### src/rtl/rss_pkg.sv
package rss_pkg;

    localparam int DIM_W      = 13;
    localparam int CENTER_W   = 20;
    localparam int RADIUS_W   = 17;
    localparam int CFG_IDX_W  = 3;
    localparam int CFG_DATA_W = 20;

    typedef enum logic [CFG_IDX_W-1:0] {
        CFG_IMAGE_WIDTH     = 3'd0,
        CFG_IMAGE_HEIGHT    = 3'd1,
        CFG_SPHERE_CENTER_X = 3'd2,
        CFG_SPHERE_CENTER_Y = 3'd3,
        CFG_SPHERE_CENTER_Z = 3'd4,
        CFG_SPHERE_RADIUS   = 3'd5
    } cfg_idx_t;

    // pipeline control handed to each arithmetic unit
    typedef struct packed {
        logic advance;
        logic valid;
    } rss_stage_t;

endpackage

### src/rtl/rss_sqrt_pipe.sv
module rss_sqrt_pipe #(
    parameter int RAD_W  = 36,
    parameter int SIDE_W = 1
) (
    input  logic                      aclk,
    input  logic                      aresetn,
    input  rss_pkg::rss_stage_t       ctl_in,
    input  logic [RAD_W-1:0]          rad,
    input  logic [SIDE_W-1:0]         side_in,
    output logic                      valid_out,
    output logic [RAD_W/2-1:0]        root,
    output logic [SIDE_W-1:0]         side_out
);
    import rss_pkg::*;

    localparam int ROOT_W = RAD_W / 2;
    localparam int REM_W  = ROOT_W + 2;

    // digit-by-digit floor square root, one root bit per stage
    logic [REM_W-1:0]  rem_reg   [0:ROOT_W-1];
    logic [RAD_W-1:0]  rad_reg   [0:ROOT_W-1];
    logic [ROOT_W-1:0] root_reg  [0:ROOT_W-1];
    logic [SIDE_W-1:0] side_reg  [0:ROOT_W-1];
    logic              valid_reg [0:ROOT_W-1];

    genvar k;
    generate
        for (k = 0; k < ROOT_W; k++) begin : g_stage
            logic [REM_W-1:0]  rem_in;
            logic [RAD_W-1:0]  rad_in;
            logic [ROOT_W-1:0] root_in;
            logic [SIDE_W-1:0] side_k;
            logic              valid_in;
            logic [REM_W+1:0]  cat;
            logic [REM_W+1:0]  trial;
            logic [REM_W+1:0]  diff;
            logic              ge;

            if (k == 0) begin : g_first
                assign rem_in   = '0;
                assign rad_in   = rad;
                assign root_in  = '0;
                assign side_k   = side_in;
                assign valid_in = ctl_in.valid;
            end else begin : g_next
                assign rem_in   = rem_reg[k-1];
                assign rad_in   = rad_reg[k-1];
                assign root_in  = root_reg[k-1];
                assign side_k   = side_reg[k-1];
                assign valid_in = valid_reg[k-1];
            end

            assign cat   = {rem_in, rad_in[RAD_W-1 -: 2]};
            assign trial = {2'b00, root_in, 2'b01};
            assign ge    = (cat >= trial);
            assign diff  = cat - trial;

            always_ff @(posedge aclk) begin
                if (!aresetn) begin
                    valid_reg[k] <= 1'b0;
                end else if (ctl_in.advance) begin
                    valid_reg[k] <= valid_in;
                end
            end

            always_ff @(posedge aclk) begin
                if (ctl_in.advance) begin
                    rem_reg[k]  <= ge ? diff[REM_W-1:0] : cat[REM_W-1:0];
                    rad_reg[k]  <= rad_in << 2;
                    root_reg[k] <= {root_in[ROOT_W-2:0], ge};
                    side_reg[k] <= side_k;
                end
            end
        end
    endgenerate

    assign valid_out = valid_reg[ROOT_W-1];
    assign root      = root_reg[ROOT_W-1];
    assign side_out  = side_reg[ROOT_W-1];

endmodule

### config.mk
export PLATFORM = sky130hd
export DESIGN_NAME = rss_sqrt_pipe
export DESIGN_NICKNAME = d
export VERILOG_FILES = /design/src/rtl/rss_pkg.sv /design/src/rtl/rss_sqrt_pipe.sv
export SDC_FILE = /design/constraint.sdc
export NUM_CORES = 1
export LEC_CHECK = 0
export ABC_CLOCK_PERIOD_IN_PS = 8119
export BUFFER_PORTS_ARGS = -buffer_cell sky130_fd_sc_hd__buf_2
export CAP_MARGIN = 25
export CORE_UTILIZATION = 30
export DETAILED_ROUTE_END_ITERATION = 10
export HOLD_SLACK_MARGIN = 0.05
export PLACE_DENSITY = 0.53
export SLEW_MARGIN = 0
export SYNTH_ARGS = -nofsm -noshare
export SYNTH_HDL_FRONTEND = slang
export SYNTH_SLANG_ARGS = --single-unit
### constraint.sdc
create_clock -name aclk -period 8.12 [get_ports aclk]
set_input_delay 1.218 -clock aclk [delete_from_list [all_inputs] [get_ports aclk]]
set_output_delay 1.218 -clock aclk [all_outputs]
set_load 0.05 [all_outputs]
Word level (Yosys, flattened, before mapping)
Memory sizes are Yosys's and may differ from the RTL's.
Index checks and enable logic that the tools add are counted.
Storage, ports and cells
  flip-flop bits (word level): 0
  RAM bits: 1332
  bits of input ports: 41
  output and inout port bits: 20
  word-level logic and storage cells: 100
  memories kept: 5
Operators by class
  $add $sub $neg: 18
  order comparisons: 18
  multiplexer cells: 41
  bitwise logic cells: 18
Memories
  rad_reg: words 18, bits a word 34, rd ports 17, clocked after memory_dff 0, write ports 18, RTL line rss_sqrt_pipe.sv:21  | logic [RAD_W-1:0] rad_reg [0:ROOT_W-1];
  rem_reg: words 18, bits a word 20, rd ports 17, clocked after memory_dff 0, write ports 18, RTL line rss_sqrt_pipe.sv:20  | logic [REM_W-1:0] rem_reg [0:ROOT_W-1];
  root_reg: words 18, bits a word 18, rd ports 18, clocked after memory_dff 0, write ports 18, RTL line rss_sqrt_pipe.sv:22  | logic [ROOT_W-1:0] root_reg [0:ROOT_W-1];
  side_reg: words 18, bits a word 1, rd ports 18, clocked after memory_dff 0, write ports 18, RTL line rss_sqrt_pipe.sv:23  | logic [SIDE_W-1:0] side_reg [0:ROOT_W-1];
  valid_reg: words 18, bits a word 1, rd ports 18, clocked after memory_dff 0, write ports 18, RTL line rss_sqrt_pipe.sv:24  | logic valid_reg [0:ROOT_W-1];
Operators with widths (number)
  $ge A22 B20 Y1: 17
  $mux W20: 18
  $sub A20 B20 Y20: 17
  $mux W1: 23
  $or A1 B1 Y1: 18
  $sub A2 B1 Y3 const B: 1
  $ge A2 B1 Y1 const B: 1

Depth between registers and ports, before layout
Gate-level depths: netlist (run 1).
  depth in word-level cells: 4
  mapped depth: 12
  gate-level depth less buffers: 11

Least setup slack after synthesis (run 1)
OpenSTA, ideal clock, no wires.
  kind: reg2reg
  start point: memory rem_reg[15][0] (netlist name)
  end point: memory rem_reg[16][11] (netlist name) (data pin)
  library setup time: 260 ps
  arrival: 2596 ps
  data required time: 7860 ps
  slack: 5263 ps
  stages on the path, launching flop included: 11
  path buffers: 1
  period minus slack after synthesis: 2857 ps
  path through: edfxtp_1 -> ha_1 -> nor2b_1 -> o31a_1 -> or3_1 -> a41oi_2 -> a21oi_1 -> o211ai_2 -> nand2_4 -> buf_6 -> mux2_4
RTL lines (RTL line)
  start: declaration: rss_sqrt_pipe.sv:20

==> summary.md, run 1 <==
| Metric | Value |
|---|---|
| Status | finished, final reports clean |
| FF-to-FF setup slack | 4730 ps |
| Antenna cell count | 0 |
| Warnings from Yosys | 0 |
| CORE AREA | 124000 um^2 |
| Total CTS buffers | between 90 and 100 |
| XOR/XNOR Fraction of Synth Area | 0.0543 |
| Max-slew violations | 0 |
| Final wirelength | about 65 mm |
| Cts hold-fix bufs | 0 |
| Pin count of the biggest net entering global routing | slightly below 200 |
| Root buf cell | clkbuf_16 |
| H-tree depth | 3 |
| Max reg flops | around 320 |
| Maximum vdd drop | 0.260 mV |
| Post-Route Skew | about 19 ps |
| Num ports | around 60 |
| Netlist Area Pre-Place | roughly 38000 um^2 |
| # resized after CTS | 0 |
| CP max FO | 27 |
| Synthesized Nets | 3018 |
| FF+latch area | 24900 um^2 |
| Max_cap viols | 0 |
| Pwr per Cell Area | 258 nW/um^2 |
| Crit path DAT | between 3000 and 4000 ps |
| Leakage | 16.2 nW |
| Worst slew margin | 0.271 |
| Layout cells sized above 1 | 0.0877 |
| Number of global-route vias before repair | between 20000 and 25000 |
| Clk slew on worst S/H paths | roughly 60 ps |
| Unique cell type count in the Yosys netlist | slightly above 80 |
| EDFF count, synth | between 800 and 900 |
| Final net count | ~3100 |
| Combinational family with the most area after synthesis | simple AND/OR/NAND/NOR gates |
| DRC errors left | 0 |
| Clk_lat worst skew | just under 700 ps |
| Period Utilization, post-route | 0.418 |
| RSZ-0062 raised after global routing | false |
| Critical path startpoint | rem_reg[11][2] |
| DR vias | roughly 21000 |
| CTS Buffer Depth | 3 |
| Final total power | between 10 and 15 mW |
| Setup crit end | rem_reg[12][7] |
| Most frequent cells in the layout | edfxtp_1, inv_1, a21oi_1, nor2_1, ha_1 |
| Grt ovf | 0 |
| Crit-path slowest cell | or3_1 |
| Postcts setup bufs | 0 |
| Critical Path RT | about 8500 ps |
| Async SR Flop Fraction | 0 |
| First-pass DRT Iterations | 6 |
| Antenna violations before repair | 0 |
| Die height | about 360 um |
| Filler instances | 12176 |
| Clock Sinks | a little over 800 |
| DR WL/cell | between 10 and 15 um |
| Slowest stage delay, CP | around 710 ps |
| CP endpoint kind | register |
| Crit path buffers/inverters | 0 |
| Post-Syn Area per Cell | between 10 and 15 um^2 |
| Most common cell after layout, fill and taps aside | edfxtp_1 |
| TritonCTS clock tree | built |
| Area growth, synth to finish | 13.7% |
| Critical path class | register to register |
| Simple-Gate Fraction of Synth Area | 0.0909 |
| Critical-path cell list | ha_1 > a21o_1 > a21oi_1 > a31oi_1 > a211oi_1 > o21ai_1 > or3_1 > mux2_1 |
| DRT antenna net count | 0 |
| Global-route wire length before repair | between 100 and 150 mm |
| Slew @ Worst Pin | about 1100 ps |
| RR Endpoint | rem_reg[12][7] |
| GPL Wtd Cong | about 0.87 |
| Hold/Removal Path Class | register to register |
| Total Routing Usage GR | 0.103 |
| Mux contribution to synthesized area | 0.0177 |
| Setup tns final | 0 ps |
| Worst flop-to-flop path startpoint | rem_reg[11][2] |
| # rows | about 130 |
| Routed vias/inst | 4.56 |
| Final setup fails | 0 |
| Compound-Gate Fraction of Synth Area | 0.0846 |
| FF-to-FF path depth | 8 |
| Tmin final | approximately 3400 ps |
| Post-synth top flop | edfxtp_1 |
| Die span in x | around 360 um |
| Port bufs | 60 |
| Seq/Total Area, Yosys | 0.660 |
| Stages on the worst setup path | 8 |
| Footprint of the multi-input gates | approximately 12000 um^2 |
| Syn Inst Count | about 2800 |
| Placed wire-length estimate | roughly 44 mm |
| Flop and latch count out of synthesis | 830 |
| Post-synthesis adder-cell area fraction | 0.0630 |
| Die area | between 100000 and 150000 um^2 |
| Final Core Density | 0.345 |
| Max Freq | ~0.29 GHz |
| Fin. Hold Viols | 0 |
| DR iter-0 viols | 1331 |
| Startpoint Class | register |
| Cell family with most CP delay | compound AO/OA/AOI/OAI gates |
| Starting Density | 0.304 |
-- cells in the mapped netlist, drive strengths merged (45+ instances only) --
library cell,n,share of area
edfxtp,829,0.66
inv,240,0.024
nor2,195,0.019
a21oi,194,0.026
ha,190,0.063
xnor2,123,0.029
o21ai,115,0.015
xor2,111,0.026
nand2,110,0.011
nor3,62,0.0082
mux2,50,0.016
o21a,45,0.0090
-- cell type report --
cell class,count,area share
clock buffer,112,0.0564
clock inverter,49,0.0101
inverter,240,0.0211
multi-input combinational,1673,0.273
sequential,830,0.580
tap,1637,0.0477
timing repair buffer,73,0.0108
-- worst min-delay path by stage --
stage,startpoint,cells after the start,to,slack [ps]
global route,rad_reg[2][31],0,rad_reg[3][33],420
CTS,rad_reg[1][31],0,rad_reg[2][33],410
finish,rad_reg[1][31],0,rad_reg[2][33],410
detailed placement,rad_reg[10][27],0,rad_reg[11][29],400
floorplan,rad_reg[9][18],0,rad_reg[10][20],400
global placement,rad_reg[8][22],0,rad_reg[9][24],400
-- layer usage --
metal	track usage	wire [um]
met1	0.122	28300
met2	0.179	32500
met3	0.0232	2280
met5	0	0
met4	0.0447	2440
-- kinds of logic (layout without fill, tap and decap cells) --
logic type | Yosys count | in the layout
AO/OA/AOI/OAI | 519 | 519
AND/OR/NAND/NOR | 671 | 671
XOR/XNOR | 234 | 234
flip-flops | 830 | 830
adder cells (fa/ha/maj) | 190 | 190
multiplexers | 58 | 58
buffers and inverters | 284 | 474
other | 1 | 1
-- power breakdown --
part | total, mW | internal [mW] | switching (mW)
registers | 5.53 | 5.28 | 0.248
clock network | 3.98 | 2.31 | 1.68
logic | 1.57 | 0.698 | 0.868
total | 11.1 | 8.29 | 2.79
-- stage by stage --
stage                     hold WS, ps  instances  instance area (um^2)  setup slack (ps)
after global routing              417       4614                 42900              4460
after CTS                         405       4613                 42900              4700
after floorplan                   400       2787                 37700              5260
final                             406       4614                 42900              4730
after detailed placement          405       4452                 40000              4350
after global placement            400       4452                 40000              4410
(Power assumes the default switching activity.)
==> run 2, diff against run 1 <==
--- a/config.mk
+++ b/config.mk
@@ -5,7 +5,8 @@
 export SDC_FILE = /design/constraint.sdc
 export NUM_CORES = 1
 export LEC_CHECK = 0
-export ABC_CLOCK_PERIOD_IN_PS = 8119
+export ABC_AREA = 1
+export ABC_CLOCK_PERIOD_IN_PS = 3370
 export BUFFER_PORTS_ARGS = -buffer_cell sky130_fd_sc_hd__buf_2
 export CAP_MARGIN = 25
 export CORE_UTILIZATION = 30
==> constraint.sdc (replaced) <==
create_clock -name aclk -period 3.37 [get_ports aclk]
set_input_delay 0.5055 -clock aclk [delete_from_list [all_inputs] [get_ports aclk]]
set_output_delay 0.5055 -clock aclk [all_outputs]
set_load 0.05 [all_outputs]
==> summary.md, run 2 <==
| Metric | Value |
|---|---|
| DRT antenna net count | 0 (unchanged) |
| Worst Hold Margin | 267 ps (was 406 ps) |
| Clk_lat worst skew | 710 ps (was 690 ps) |
| Synthesized Nets | 4743 (was 3018) |
| Starting Density | 0.304 (about the same) |
| # resized after CTS | 0 (unchanged) |
| Antenna violations before repair | 0 (unchanged) |
| Postcts setup bufs | 0 (unchanged) |
| Warnings from Yosys | 0 (unchanged) |
| Slew @ Worst Pin | 743 ps (was 1090 ps) |
| Maximum vdd drop | 0.399 mV (was 0.260 mV) |
| Combinational share of power | 0.171 (was 0.141) |
| Placed wire-length estimate | 72.3 mm (was 44.5 mm) |
| Leakage | 21.2 nW (was 16.2 nW) |
| Die span in x | 381 um (was 357 um) |
| Port bufs | 60 (unchanged) |
| Number of global-route vias before repair | 28884 (was 20928) |
| Fin. Hold Viols | 0 (unchanged) |
| Async SR Flop Fraction | 0 (unchanged) |
| Top post-synthesis cells by area | edfxtp_1, nand2_1, inv_1 (was edfxtp_1, ha_1, xnor2_1) |
| DR iter-0 viols | 2010 (was 1331) |
| Period Utilization, post-route | 0.741 (was 0.418) |
| Die height | 381 um (was 357 um) |
| CTS Buffer Depth | 3 (unchanged) |
| Area growth, synth to finish | 14.6% (was 13.7%) |
| Post-Syn Area per Cell | 9.57 um^2 (was 13.5 um^2) |
| FF-to-FF setup slack | 870 ps (was 4730 ps) |
| CP endpoint kind | register (unchanged) |
| Hold/Removal Path Class | input port to register (was register to register) |
| Layout cells sized above 1 | 0.0892 (was 0.0877) |
| Total Routing Usage GR | 0.133 (was 0.103) |
| Yosys top cell area share | 0.577 (was 0.660) |
| H-tree depth | 3 (unchanged) |
| Antenna cell count | 0 (unchanged) |
| DRC errors left | 0 (unchanged) |
| Cts hold-fix bufs | 40 (was 0) |
| Unique cell type count in the Yosys netlist | 54 (was 83) |
| Setup tns final | 0 ps (unchanged) |
| Setup crit end | rem_reg[10][8] (was rem_reg[12][7]) |
| RR Endpoint | rem_reg[10][8] (was rem_reg[12][7]) |
| Crit path DAT | 2900 ps (was 3810 ps) |
| Startpoint Class | register (unchanged) |
| Final wirelength | 96.9 mm (was 65.5 mm) |
| Netlist Area Pre-Place | 43200 um^2 (was 37700 um^2) |
| Final Core Density | 0.348 (was 0.345) |
| Sequential power share | 0.461 (was 0.499) |
| Commonest cells in the netlist | nand2_1, edfxtp_1, inv_1 (was edfxtp_1, inv_1, a21oi_1, nor2_1, ha_1) |
| Most common cell after layout, fill and taps aside | nand2_1 (was edfxtp_1) |
| FF-to-FF path depth | 7 (was 8) |
| Max_cap viols | 0 (unchanged) |
| Pwr per Cell Area | 587 nW/um^2 (was 258 nW/um^2) |
| Tmin final | 2500 ps (was 3390 ps) |
| Final setup fails | 0 (unchanged) |
| EDFF count, synth | 829 (unchanged) |
| Placed insts | 6446 (was 4452) |
| GPL Wtd Cong | 0.872 (was 0.867) |
| Max-slew violations | 0 (unchanged) |
| Slowest stage delay, CP | 410 ps (was 710 ps) |
| Die area | 145000 um^2 (was 127000 um^2) |
| DR vias | 29558 (was 21020) |
| Net Sw Frac | 0.287 (was 0.252) |
| Sw power | 8.33 mW (was 2.79 mW) |
| Most common cell in the netlist | nand2_1 (was edfxtp_1) |
| Final total power | 29.0 mW (was 11.1 mW) |
| Clock power frac | 0.368 (was 0.359) |
| RSZ-0062 raised after global routing | false (unchanged) |
| Pin count of the biggest net entering global routing | 114 (was 196) |
| Grt ovf | 0 (unchanged) |
| Flop and latch count out of synthesis | 830 (unchanged) |
| DR WL/cell | 14.5 um (was 14.2 um) |
| Max Freq | 0.401 GHz (was 0.295 GHz) |
| Post-Route Skew | 46.9 ps (was 19.0 ps) |
| Worst slew margin | 0.504 (was 0.271) |
| Hold depth | 1 (was 0) |
| Root buf cell | clkbuf_16 (unchanged) |
| Internal power | 20.7 mW (was 8.29 mW) |
| Global-route wire length before repair | 155 mm (was 107 mm) |
| Worst flop-to-flop path startpoint | rem_reg[9][3] (was rem_reg[11][2]) |
| Status | finished, final reports clean (unchanged) |
| Critical path startpoint | rem_reg[9][3] (was rem_reg[11][2]) |
| Finished Layout Cells | 6668 (was 4614) |
| Critical-path cell list | ha_1 > a21oi_1 > nand3_1 > nand2_1 > nand3_2 > inv_2 > o21ai_1 (was ha_1 > a21o_1 > a21oi_1 > a31oi_1 > a211oi_1 > o21ai_1 > or3_1 > mux2_1) |
| First-pass DRT Iterations | 5 (was 6) |
| Final net count | 4926 (was 3142) |
| Critical Path RT | 3780 ps (was 8540 ps) |
| TritonCTS clock tree | built (unchanged) |
| Routed vias/inst | 4.43 (was 4.56) |
| Seq/Total Area, Yosys | 0.577 (was 0.660) |
| CORE AREA | 142000 um^2 (was 124000 um^2) |
| Post-synth top area cell | edfxtp_1 (unchanged) |
| Post-synth top flop | edfxtp_1 (unchanged) |
| Most frequent cells in the layout | nand2_1, edfxtp_1, inv_1 (was edfxtp_1, inv_1, a21oi_1, nor2_1, ha_1) |
| Critical path class | register to register (unchanged) |
| Total CTS buffers | 97 (was 93) |
| Num ports | 61 (unchanged) |
| Syn Inst Count | 4512 (was 2787) |
| # rows | 138 (was 129) |
| CP max FO | 23 (was 27) |
| Clk slew on worst S/H paths | 60 ps (about the same) |
| Max reg flops | 317 (unchanged) |
| Crit-path slowest cell | edfxtp_1 (was or3_1) |
| Clock Sinks | 830 (unchanged) |
run 2: cell count changes after synthesis, moves of 33 or more:
cell / delta
o21a_1: -44
or3_1: -33
nand2_2: +53
a21o_1: -37
nand3_1: +181
nand2b_1: -40
nor2_1: +203
nand4_1: +35
a21oi_1: -39
nand2_1: +1259
inv_1: +453
xnor2_1: -56
run 2: worst min path at each step:
stage | start | endpoint | slack [ps]
6_report | ctl_in[1] | rad_reg[0][0] | 270
5_1_grt | ctl_in[1] | rad_reg[0][0] | 250
4_1_cts | ctl_in[1] | rad_reg[0][0] | 220
3_5_place_dp | rad_reg[9][25] | rad_reg[10][27] | 400
3_3_place_gp | rad_reg[5][13] | rad_reg[6][15] | 400
2_1_floorplan | rad_reg[9][18] | rad_reg[10][20] | 400
run 2: critical path: cells and delay by family (launching register included):
family                   cells  cell delay [ps]
AO/OA/AOI/OAI                2              400
adder cells (fa/ha/maj)      1              400
buffers and inverters        1              400
flip-flops                   1              410
AND/OR/NAND/NOR              3              580
run 2: layout make-up:
cell class / count / area [um^2]
Sequential cell: 830 / 24900
Clock buffer: 115 / 2540
Inverter: 721 / 2720
Timing Repair Buffer: 121 / 981
Multi-Input combinational cell: 2924 / 15200
Fill cell: 14393 / 92600
Clock inverter: 67 / 753
Tap cell: 1890 / 2360
run 2: stage by stage:
stage               instance area, um^2  setup slack (ps)
floorplan                         43200              1430
global placement                  45800               880
detailed placement                45800               855
CTS                               49500               822
global route                      49500               606
finish                            49500               874
run 2: power groups by stage:
stage	clock, mW	combinational, mW	sequential [mW]
floorplan	0	3.62	13.3
global placement	0	4.91	13.6
detailed placement	0	4.93	13.6
CTS	11.1	5.00	13.4
global route	11.4	5.71	13.5
finish	10.7	4.96	13.4
run 2: logic make-up after synthesis:
| kind of cell | synth area share |
|---|---|
| AO/OA/AOI/OAI | 0.0472 |
| XOR/XNOR | 0.0298 |
| adder cells (fa/ha/maj) | 0.0551 |
| buffers and inverters | 0.0712 |
| flip-flops | 0.577 |
| other | 0.0000869 |
| AND/OR/NAND/NOR | 0.219 |
run 2: routing by layer:
layer | vias up | global-route usage | routed length, um
met5 | - | 0 | 0
met4 | 0 | 0.0482 | 2850
met3 | 156 | 0.0199 | 3430
met2 | 463 | 0.216 | 44500
met1 | 13770 | 0.180 | 46100
li1 | 15169 | - | -
