[config.mk]
export PLATFORM = sky130hd
export DESIGN_NAME = rss_div_pipe
export DESIGN_NICKNAME = d
export VERILOG_FILES = /design/src/rtl/rss_pkg.sv /design/src/rtl/rss_div_pipe.sv
export SDC_FILE = /design/constraint.sdc
export NUM_CORES = 1
export LEC_CHECK = 0
export BUFFER_PORTS_ARGS = -buffer_cell sky130_fd_sc_hd__buf_2
export CAP_MARGIN = 20
export CORE_ASPECT_RATIO = 0.6
export CORE_UTILIZATION = 63
export DETAILED_ROUTE_END_ITERATION = 10
export PLACE_DENSITY = 0.81
export SETUP_SLACK_MARGIN = 0.5
export SYNTH_ARGS = -nofsm -noshare
export SYNTH_HDL_FRONTEND = slang
export SYNTH_SLANG_ARGS = --single-unit
export TNS_END_PERCENT = 5
[constraint.sdc]
create_clock -name aclk -period 3.45 [get_ports aclk]
set_input_delay 0.345 -clock aclk [delete_from_list [all_inputs] [get_ports aclk]]
set_output_delay 0.345 -clock aclk [all_outputs]
set_load 0.02 [all_outputs]
[src/rtl/rss_pkg.sv]
package rss_pkg;

    localparam int DIM_W      = 13;
    localparam int CENTER_W   = 20;
    localparam int RADIUS_W   = 17;
    localparam int CFG_IDX_W  = 3;
    localparam int CFG_DATA_W = 20;

    typedef enum logic [CFG_IDX_W-1:0] {
        CFG_IMAGE_WIDTH     = 3'd0,
        CFG_IMAGE_HEIGHT    = 3'd1,
        CFG_SPHERE_CENTER_X = 3'd2,
        CFG_SPHERE_CENTER_Y = 3'd3,
        CFG_SPHERE_CENTER_Z = 3'd4,
        CFG_SPHERE_RADIUS   = 3'd5
    } cfg_idx_t;

    // pipeline control handed to each arithmetic unit
    typedef struct packed {
        logic advance;
        logic valid;
    } rss_stage_t;

endpackage

[src/rtl/rss_div_pipe.sv]
module rss_div_pipe #(
    parameter int NUM_W  = 29,
    parameter int DEN_W  = 13,
    parameter int QUO_W  = 17,
    parameter int SIDE_W = 1
) (
    input  logic                aclk,
    input  logic                aresetn,
    input  rss_pkg::rss_stage_t ctl_in,
    input  logic [NUM_W-1:0]    num,
    input  logic [DEN_W-1:0]    den,
    input  logic [SIDE_W-1:0]   side_in,
    output logic                valid_out,
    output logic [QUO_W-1:0]    quo,
    output logic [SIDE_W-1:0]   side_out
);
    import rss_pkg::*;

    // restoring division, one quotient bit per stage; requires num < den << QUO_W
    logic [DEN_W-1:0]  rem_reg   [0:QUO_W-1];
    logic [QUO_W-1:0]  low_reg   [0:QUO_W-1];
    logic [QUO_W-1:0]  quo_reg   [0:QUO_W-1];
    logic [DEN_W-1:0]  den_reg   [0:QUO_W-1];
    logic [SIDE_W-1:0] side_reg  [0:QUO_W-1];
    logic              valid_reg [0:QUO_W-1];

    genvar k;
    generate
        for (k = 0; k < QUO_W; k++) begin : g_stage
            logic [DEN_W-1:0]  rem_in;
            logic [QUO_W-1:0]  low_in;
            logic [QUO_W-1:0]  quo_in;
            logic [DEN_W-1:0]  den_in;
            logic [SIDE_W-1:0] side_k;
            logic              valid_in;
            logic [DEN_W:0]    cat;
            logic [DEN_W:0]    diff;
            logic              ge;

            if (k == 0) begin : g_first
                assign rem_in   = DEN_W'(num >> QUO_W);
                assign low_in   = num[QUO_W-1:0];
                assign quo_in   = '0;
                assign den_in   = den;
                assign side_k   = side_in;
                assign valid_in = ctl_in.valid;
            end else begin : g_next
                assign rem_in   = rem_reg[k-1];
                assign low_in   = low_reg[k-1];
                assign quo_in   = quo_reg[k-1];
                assign den_in   = den_reg[k-1];
                assign side_k   = side_reg[k-1];
                assign valid_in = valid_reg[k-1];
            end

            assign cat  = {rem_in, low_in[QUO_W-1]};
            assign ge   = (cat >= {1'b0, den_in});
            assign diff = cat - {1'b0, den_in};

            always_ff @(posedge aclk) begin
                if (!aresetn) begin
                    valid_reg[k] <= 1'b0;
                end else if (ctl_in.advance) begin
                    valid_reg[k] <= valid_in;
                end
            end

            always_ff @(posedge aclk) begin
                if (ctl_in.advance) begin
                    rem_reg[k]  <= ge ? diff[DEN_W-1:0] : cat[DEN_W-1:0];
                    low_reg[k]  <= low_in << 1;
                    quo_reg[k]  <= {quo_in[QUO_W-2:0], ge};
                    den_reg[k]  <= den_in;
                    side_reg[k] <= side_k;
                end
            end
        end
    endgenerate

    assign valid_out = valid_reg[QUO_W-1];
    assign quo       = quo_reg[QUO_W-1];
    assign side_out  = side_reg[QUO_W-1];

endmodule

### Yosys cells after proc, flatten, opt, wreduce, memory -nomap -nowiden

Memory sizes are Yosys's and may differ from the RTL's.
Index checks and enable logic that the tools add are counted.

| word-level totals | value |
|---|---|
| register bits | 0 |
| memory bits (writable) | 1037 |
| input port bits | 47 |
| output and inout port bits | 19 |
| word-level logic and storage cells | 96 |
| memories kept | 6 |

Memory list:

| name | depth | bits a word | rd ports | clocked after memory_dff | wr ports | line | source |
|---|---|---|---|---|---|---|---|
| quo_reg | 17 | 17 | 17 | 0 | 17 | rss_div_pipe.sv:22 | `logic [QUO_W-1:0] quo_reg [0:QUO_W-1];` |
| low_reg | 17 | 16 | 16 | 0 | 17 | rss_div_pipe.sv:21 | `logic [QUO_W-1:0] low_reg [0:QUO_W-1];` |
| den_reg | 17 | 13 | 16 | 0 | 17 | rss_div_pipe.sv:23 | `logic [DEN_W-1:0] den_reg [0:QUO_W-1];` |
| rem_reg | 17 | 13 | 16 | 0 | 17 | rss_div_pipe.sv:20 | `logic [DEN_W-1:0] rem_reg [0:QUO_W-1];` |
| side_reg | 17 | 1 | 17 | 0 | 17 | rss_div_pipe.sv:24 | `logic [SIDE_W-1:0] side_reg [0:QUO_W-1];` |
| valid_reg | 17 | 1 | 17 | 0 | 17 | rss_div_pipe.sv:25 | `logic valid_reg [0:QUO_W-1];` |

| cells by class | value |
|---|---|
| add/sub/neg operators | 17 |
| magnitude comparators | 17 |
| multiplexer cells | 39 |
| bitwise gates (word level) | 17 |

Operators by type and width:

| cell | number |
|---|---|
| >= comparator 14 x 13 -> 1 bit | 16 |
| two-way mux 13 bit | 17 |
| subtractor 13 bit | 17 |
| two-way mux 1 bit | 22 |
| bitwise OR 1 bit | 17 |
| >= comparator 13 bit | 1 |

### Logic depth before layout (Yosys ltp)

Gate-level depths: netlist of the first run.

| depth | value |
|---|---|
| depth after elaboration | 4 |
| mapped depth | 13 |
| gate-level depth less buffers | 11 |

### Worst setup path after synthesis of the first run

OpenSTA, ideal clock, no wires.

| path | value |
|---|---|
| kind | reg2reg |
| start | memory low_reg[0][47] in the netlist's numbering |
| end | memory rem_reg[3][4], in the netlist rem_reg[0][43], data pin |
| library setup time | 0.260 ns |
| data arrival time | 2.601 ns |
| required time | 3.190 ns |
| slack | 0.588 ns |
| stages on the path, launching flop included | 13 |
| buffers on the path | 1 |
| clock period less this slack | 2.862 ns |
| cells stage by stage | edfxtp_1 -> inv_1 -> ha_1 -> inv_1 -> fa_1 -> a211oi_2 -> o21bai_1 -> a21oi_2 -> a21oi_1 -> o2111ai_1 -> nor4b_4 -> buf_6 -> mux2_4 |

RTL lines:

| element | line |
|---|---|
| start, declared | rss_div_pipe.sv:21 |
| end, declared | rss_div_pipe.sv:20 |

==> results of run 1 <==
## through the flow
step	std cells	cell area [µm²]	total power (µW)
after floorplan	2557	35200	22700
after global placement	3366	36600	25300
after detailed placement	3366	36600	25800
after CTS	3525	39300	33800
after global routing	3550	39600	36100
final	3552	39600	34400
## repair_timing
action / 4_1_cts / 5_1_grt
setup endpoints to repair: 138 / 202
hold buffers: 30 / 0
gates cloned: 1 / 4
pin swaps: 9 / 21
resized for setup: 12 / 47
buffers inserted: 7 / 21
endpoints found under the hold margin: 30 / 0
## power by group
group	internal, µW	switching, µW
clock	4370	3310
combinational	6260	6760
sequential	12400	1240
total	23100	11300
## per-layer routing
metal | GRT usage | wire length (µm) | up-vias
li1 | - | - | 9852
met1 | 0.427 | 36300 | 10082
met2 | 0.329 | 27900 | 865
met3 | 0.0521 | 6800 | 94
met4 | 0.0541 | 1030 | 0
met5 | 0.00947 | 0 | -
## Yosys cell counts, types with 7 or more instances
master / count / area [µm²]
edfxtp_1: 738 / 22200
inv_1: 280 / 1050
ha_1: 221 / 2770
a21oi_1: 146 / 731
o21ai_0: 125 / 626
nor2_1: 123 / 462
nand2_1: 117 / 439
xnor2_1: 84 / 736
mux2_2: 81 / 912
xor2_1: 61 / 534
a21o_1: 56 / 420
mux2_4: 40 / 601
nor2b_1: 37 / 231
nor3_1: 37 / 185
nand4_1: 35 / 219
nand2b_1: 28 / 175
and3_1: 26 / 163
o21a_1: 23 / 173
mux2i_1: 21 / 210
nand3_1: 21 / 105
a31oi_1: 19 / 119
o21bai_1: 17 / 128
fa_1: 16 / 320
clkbuf_1: 15 / 56.3
o21ba_2: 10 / 100
o31ai_1: 10 / 75.1
mux2_1: 9 / 101
nor4_1: 9 / 56.3
a21oi_2: 8 / 70.1
and2_1: 8 / 50.1
buf_6: 8 / 90.1
buf_2: 7 / 35.0
or3_1: 7 / 43.8
## cells in the final DEF, fill, tap and decap left out, drive strengths merged, types with 8 or more instances in the layout
cell,netlist,final
a211oi,11,11
a21o,56,56
a21oi,154,154
a31oi,19,19
and2,8,8
and3,26,26
buf,16,124
bufinv,0,9
clkbuf,17,80
clkinv,0,24
clkinvlp,0,8
dlygate4sd3,0,30
edfxtp,738,738
fa,16,16
ha,221,221
inv,281,284
mux2,130,130
mux2i,21,21
nand2,117,117
nand2b,28,28
nand3,21,21
nand4,35,35
nor2,123,123
nor2b,37,37
nor3,37,37
nor4,9,9
o21a,23,23
o21ai,133,133
o21ba,11,11
o21bai,17,17
o31ai,11,11
xnor2,84,84
xor2,61,61
## area by class of cell
| type | instances | area (µm²) |
|---|---|---|
| sequential | 739 | 22200 |
| fill | 3497 | 15000 |
| multi-input combinational | 1504 | 12000 |
| clock buffer | 77 | 1760 |
| timing repair buffer | 157 | 1240 |
| inverter | 281 | 1050 |
| tap | 748 | 936 |
| clock inverter | 44 | 499 |
| antenna | 2 | 5.00 |
## cells by family (layout without fill, tap and decap cells)
group / count (synthesis) / after routing / share of synthesized area
compound gates: 496 / 496 / 0.0906
xor+xnor: 145 / 145 / 0.0361
fa+ha+maj: 237 / 237 / 0.0876
buf+inv: 314 / 559 / 0.0356
flops: 739 / 739 / 0.630
mux: 151 / 151 / 0.0518
other cells: 0 / 2 / 0
simple gates: 475 / 475 / 0.0687
## path summary, 6_finish.rpt
| check | start | end | slack, ns | cells after the start |
|---|---|---|---|---|
| max reg2reg | low_reg[0][111]$_DFFE_PP_ | rem_reg[0][91]$_DFFE_PP_ | 0.32 | 14 |
| min | ctl_in[0] | valid_reg[0]$_DFFE_PP_ | 0.06 | 2 |
| max | low_reg[0][111]$_DFFE_PP_ | rem_reg[0][91]$_DFFE_PP_ | 0.32 | 14 |
| min reg2reg | low_reg[0][60]$_DFFE_PP_ | low_reg[0][77]$_DFFE_PP_ | 0.40 | 0 |
==> summary.md, run 1 <==
| Metric | Value |
|---|---|
| Root Driver | `clkbuf_16` |
| CTS Buf Count | `67` |
| Core Util, Final | `0.725` |
| DR iter-0 viols | `2,369` |
| Die ar. | `56,900 µm²` |
| Register area share after synthesis | `0.630` |
| Drt pass-1 iters | `6` |
| Leak | `0.0158 µW` |
| Number of distinct library cells after synthesis | `75` |
| Slowest CP cell | `edfxtp_1` |
| Final WS setup | `0.317 ns` |
| HP Class | `in2reg` |
| Worst Path Arrival | `3.57 ns` |
| Vias in the first global route | `19,610` |
| Starting Density | `0.644` |
| Chip Height | `185 µm` |
| H-tree depth | `3` |
| Share of cells above drive strength 1 | `0.153` |
| Crit-path cells | `inv_2, ha_4, inv_2, fa_2, a211oi_2, o21bai_2, a21oi_2, a21oi_2, o2111ai_2, nor4b_4, buf_4, buf_12, buf_4, mux2i_2` |
| Setup crit end kind | `register` |
| Sink Count | `739` |
| Synthesized flop and latch total | `739` |
| Total vias in the final route | `20,893` |
| Post-Synthesis Cells | `2,557` |
| Clk slew on worst S/H paths | `0.07 ns` |
| Tot GR Track Use | `0.253` |
| Max VDD drop | `471 µV` |
| Slew Viols, Final | `0` |
| Final setup viols | `0` |
| Outcome | `finished clean` |
| Layout Skew | `0.0269 ns` |
| Critical path fanouts, max | `7` |
| PwrDens | `867 nW/µm²` |
| Pin count of the biggest net entering global routing | `118` |
| Final wirelength | `72.0 mm` |
| Synth Cell Area | `35,200 µm²` |
| Synth Warn # | `0` |
| CTS tree | `yes` |
| Max-slew headroom | `0.468` |
| Post-DP HPWL | `49.8 mm` |
| Gpl congestion | `0.907` |
| Die X-Extent | `307 µm` |
| WL/cell | `20.3 µm` |
| WP buf/inv | `5` |
| Commonest register cell after synthesis | `edfxtp_1` |
| Setup_tns | `0 ns` |
| First-pass GRT wire length | `110 mm` |
| WHS | `0.0583 ns` |
| Area delta synth->final | `12.5%` |
| Worst Path Class, Setup | `reg2reg` |
| Initial antenna violation count | `3` |
| Maximum clock frequency | `319 MHz` |
| Final Cycle Share | `0.908` |
| Input/output buffers | `65` |
| Gr ovfl total | `0` |
| Place WS | `0.251 ns` |
| RSZ-0062 raised after global routing | `yes` |
| Clock Latency Late Sink | `0.62 ns` |
| DRC | `0` |
| Io pins | `66` |
| Via density | `5.88` |
| Min Tclk post-route | `3.13 ns` |
| Worst Path Required | `3.88 ns` |
| Worst Tran Pin Value | `0.798 ns` |
| Max_cap viols | `0` |
| Synthesized net count | `2,841` |
| Ys async rst share | `0` |
| Avg Inst Size Synth | `13.8 µm²` |
| Number of cell rows | `66` |
| CP Launch Type | `register` |
| Post-route ant nets | `0` |
| Clock Tree Buf Depth | `3` |
| CP peak stage delay | `0.40 ns` |
| Final nets | `3,034` |
| Post-synth EDFFs | `738` |
| Core area | `54,700 µm²` |
| Final hold vios | `0` |
| CP delay by family, top | `compound AO/OA/AOI/OAI gates` |
(Power assumes the default switching activity.)
==> run 2: changes to the inputs <==
- ABC_AREA: default -> 1
- CORE_UTILIZATION: 63 -> 64
- PLACE_DENSITY: 0.81 -> 0.82
==> summary.md, run 2 <==
| Metric | Value |
|---|---|
| Outcome | `finished with violations` |
| Violated checks | `DRC` |
| Sink Count | `739 (unchanged)` |
| Total vias in the final route | `28,908 (+38%)` |
| Number of cell rows | `71 (+7.6%)` |
| Clock share of power | `0.208 (-0.015)` |
| P_int | `21,900 µW (-5.1%)` |
| Maximum clock frequency | `356 MHz (+12%)` |
| Part of the power in registers | `0.374 (-0.024)` |
| Psw | `15,400 µW (+36%)` |
| Share of cells above drive strength 1 | `0.121 (-0.0316)` |
| Commonest non-fill, non-tap cell in the layout | `nand2_1` |
| PwrDens | `832 nW/µm² (-4.0%)` |
| Post-DP HPWL | `75.3 mm (+51%)` |
| Register area share after synthesis | `0.540 (-0.0897)` |
| Leak | `0.0215 µW (+36%)` |
| Starting Density | `0.651 (+0.00695)` |
| Area delta synth->final | `9.08%` |
| Final setup viols | `0 (unchanged)` |
| Worst Path Arrival | `3.18 ns (-0.39 ns)` |
| RSZ-0062 raised after global routing | `yes` |
| Post-CTS Setup Bufs | `0 (-7)` |
| Core area | `63,100 µm² (+15%)` |
| Setup crit end kind | `register` |
| Max VDD drop | `412 µV (-12%)` |
| Place WS | `0.607 ns (+0.357 ns)` |
| Clock Latency Late Sink | `0.65 ns (+0.03 ns)` |
| WL/cell | `18.5 µm (-8.8%)` |
| WP buf/inv | `2 (-3)` |
| Layout Skew | `0.0273 ns (+0.000416 ns)` |
| Gpl congestion | `0.992 (+9.3%)` |
| First-pass GRT wire length | `150 mm (+36%)` |
| Die X-Extent | `329 µm (+7.1%)` |
| Drt pass-1 iters | `8 (+2)` |
| Io pins | `66 (unchanged)` |
| Commonest register cell after synthesis | `edfxtp_1` |
| Ant diodes | `0 (-2)` |
| H-tree depth | `3 (unchanged)` |
| CTS Buf Count | `68 (+1.5%)` |
| Reg area | `22,200 µm² (unchanged)` |
| Number of distinct library cells after synthesis | `38 (-49%)` |
| Synthesized flop and latch total | `739 (unchanged)` |
| Top cells by count, synth | `nand2_1 (1,226), inv_1 (917), edfxtp_1 (738), ha_1 (221), nand3_1 (207)` |
| Gr ovfl total | `0 (unchanged)` |
| Switching share of power | `0.413 (+0.0840)` |
| Vias in the first global route | `26,558 (+35%)` |
| Final hold vios | `0 (unchanged)` |
| Final WS setup | `0.641 ns (+0.324 ns)` |
| Worst Path Required | `3.82 ns (-0.06 ns)` |
| Worst Tran Pin Value | `0.776 ns (-0.0225 ns)` |
| Post-synth EDFFs | `738 (unchanged)` |
| Area contributors post-synth | `edfxtp_1 (54%), nand2_1 (11%), inv_1 (8.4%), ha_1 (6.7%), nand4_1 (2.5%)` |
| Post-route ant nets | `0 (unchanged)` |
| CTS tree | `yes` |
| Pin count of the biggest net entering global routing | `109 (-7.6%)` |
| CP peak stage delay | `0.53 ns (+0.13 ns)` |
| Slowest CP cell | `nand3_2` |
| Initial antenna violation count | `0 (-3)` |
| Clock Tree Buf Depth | `3 (unchanged)` |
| Ys async rst share | `0 (unchanged)` |
| Tot GR Track Use | `0.307 (+0.0532)` |
| Via density | `5.46 (-7.2%)` |
| HP Class | `in2reg` |
| Synthesized net count | `4,556 (+60%)` |
| Avg Inst Size Synth | `9.62 µm² (-30%)` |
| Final nets | `4,690 (+55%)` |
| Crit-path cells | `inv_1, ha_1, inv_1, fa_1, nand2_1, nand2_1, nand3_1, nand2_1, nand2_2, nand3_2, nand2_1, o21ai_2` |
| Root Driver | `clkbuf_16` |
| Largest area contributor in the netlist | `edfxtp_1` |
| DRC | `5 (+5)` |
| Count leader, synth | `nand2_1` |
| Post-Synthesis Cells | `4,272 (+67%)` |
| Cell mode on critical path | `nand2_1` |
| Final wirelength | `98.0 mm (+36%)` |
| Logic pwr share | `0.418 (+0.039)` |
| Synth top area share | `0.539 (-0.0897)` |
| Clk slew on worst S/H paths | `0.06 ns (about the same)` |
| Multi-input gate area | `14,900 µm² (+25%)` |
| CP delay by family, top | `simple AND/OR/NAND/NOR gates` |
| Setup_tns | `0 ns (unchanged)` |
| Slew Viols, Final | `0 (unchanged)` |
| Max-slew headroom | `0.483 (+0.0151)` |
| Fillers | `4,683 (+34%)` |
| Die ar. | `65,200 µm² (+15%)` |
| Input/output buffers | `65 (unchanged)` |
| Final Cycle Share | `0.814 (-0.0940)` |
| CP Launch Type | `register` |
| Worst Path Class, Setup | `reg2reg` |
| Chip Height | `198 µm (+7.1%)` |
| Critical path fanouts, max | `22 (+15)` |
| DR iter-0 viols | `3,394 (+43%)` |
| Most frequent cells in the layout | `nand2_1 (1,226), inv_1 (917), edfxtp_1 (738)` |
| Min Tclk post-route | `2.81 ns (-0.324 ns)` |
| Synth Cell Area | `41,100 µm² (+17%)` |
| Synth Warn # | `0 (unchanged)` |
| Max_cap viols | `0 (unchanged)` |
-- run 2: what timing repair did --
item / CTS / global route
gates resized for setup: 0 / 1
endpoints found under the hold margin: 31 / 0
setup endpoints to repair: 0 / 25
hold buffers: 31 / 0
-- run 2: routing by layer --
layer | vias up | global-route usage | part of all wire
li1 | 14094 | - | -
met1 | 13267 | 0.503 | 0.49
met2 | 1438 | 0.352 | 0.34
met3 | 109 | 0.142 | 0.16
met4 | 0 | 0.0597 | 0.014
met5 | - | 0 | 0
-- run 2: worst reg2reg max path, delay by kind of cell, from the launching register on --
family | cells | cell delay, ns
AOI/OAI and AO/OA | 1 | 0.08
buffers and inverters | 2 | 0.17
DFF | 1 | 0.37
adders and majority gates | 2 | 0.59
and+or+nand+nor | 7 | 1.32
-- run 2: logic make-up after synthesis --
family / count (synthesis) / synth area share
AND/OR/NAND/NOR: 2010 / 0.232
flip-flops: 739 / 0.540
AO/OA/AOI/OAI: 210 / 0.0364
XOR/XNOR: 87 / 0.0185
buffers and inverters: 989 / 0.0974
adder cells (fa/ha/maj): 237 / 0.0751
-- run 2: area by class of cell --
class / instances / share of cell area
clock buffer: 85 / 0.0403
clock inverter: 37 / 0.0102
inverter: 941 / 0.0788
multi-input combinational: 2544 / 0.333
sequential: 739 / 0.495
tap: 839 / 0.0234
timing repair buffer: 112 / 0.0196
-- run 2: worst paths after layout --
check | cells past startpoint | slack, ns | from | end
setup / recovery | 12 | 0.64 | low_reg[0][191]$_DFFE_PP_ | rem_reg[0][163]$_DFFE_PP_
hold / removal | 3 | 0.07 | num[19] | rem_reg[0][3]$_DFFE_PP_
setup reg to reg | 12 | 0.64 | low_reg[0][191]$_DFFE_PP_ | rem_reg[0][163]$_DFFE_PP_
hold reg to reg | 0 | 0.42 | low_reg[0][87]$_DFFE_PP_ | low_reg[0][104]$_DFFE_PP_
-- run 2: power groups by stage --
stage	clock network (µW)	registers, µW	logic [µW]
final	7760	14000	15600
after CTS	7900	13800	15200
after floorplan	0	13100	12000
after detailed placement	0	13900	15000
after global placement	0	13900	14700
after global routing	8200	14000	17400
-- run 2: metrics by stage --
stage,cell area [µm²],power [µW],hold WS [ns],std cells,util
3_3_place_gp,42200,28600,0.400,5144,0.669
5_1_grt,44800,39700,0.0591,5297,0.710
4_1_cts,44800,36900,0.0347,5297,0.710
2_1_floorplan,41100,25100,0.400,4272,-
6_report,44800,37300,0.0657,5297,0.710
3_5_place_dp,42200,29000,0.405,5144,0.669
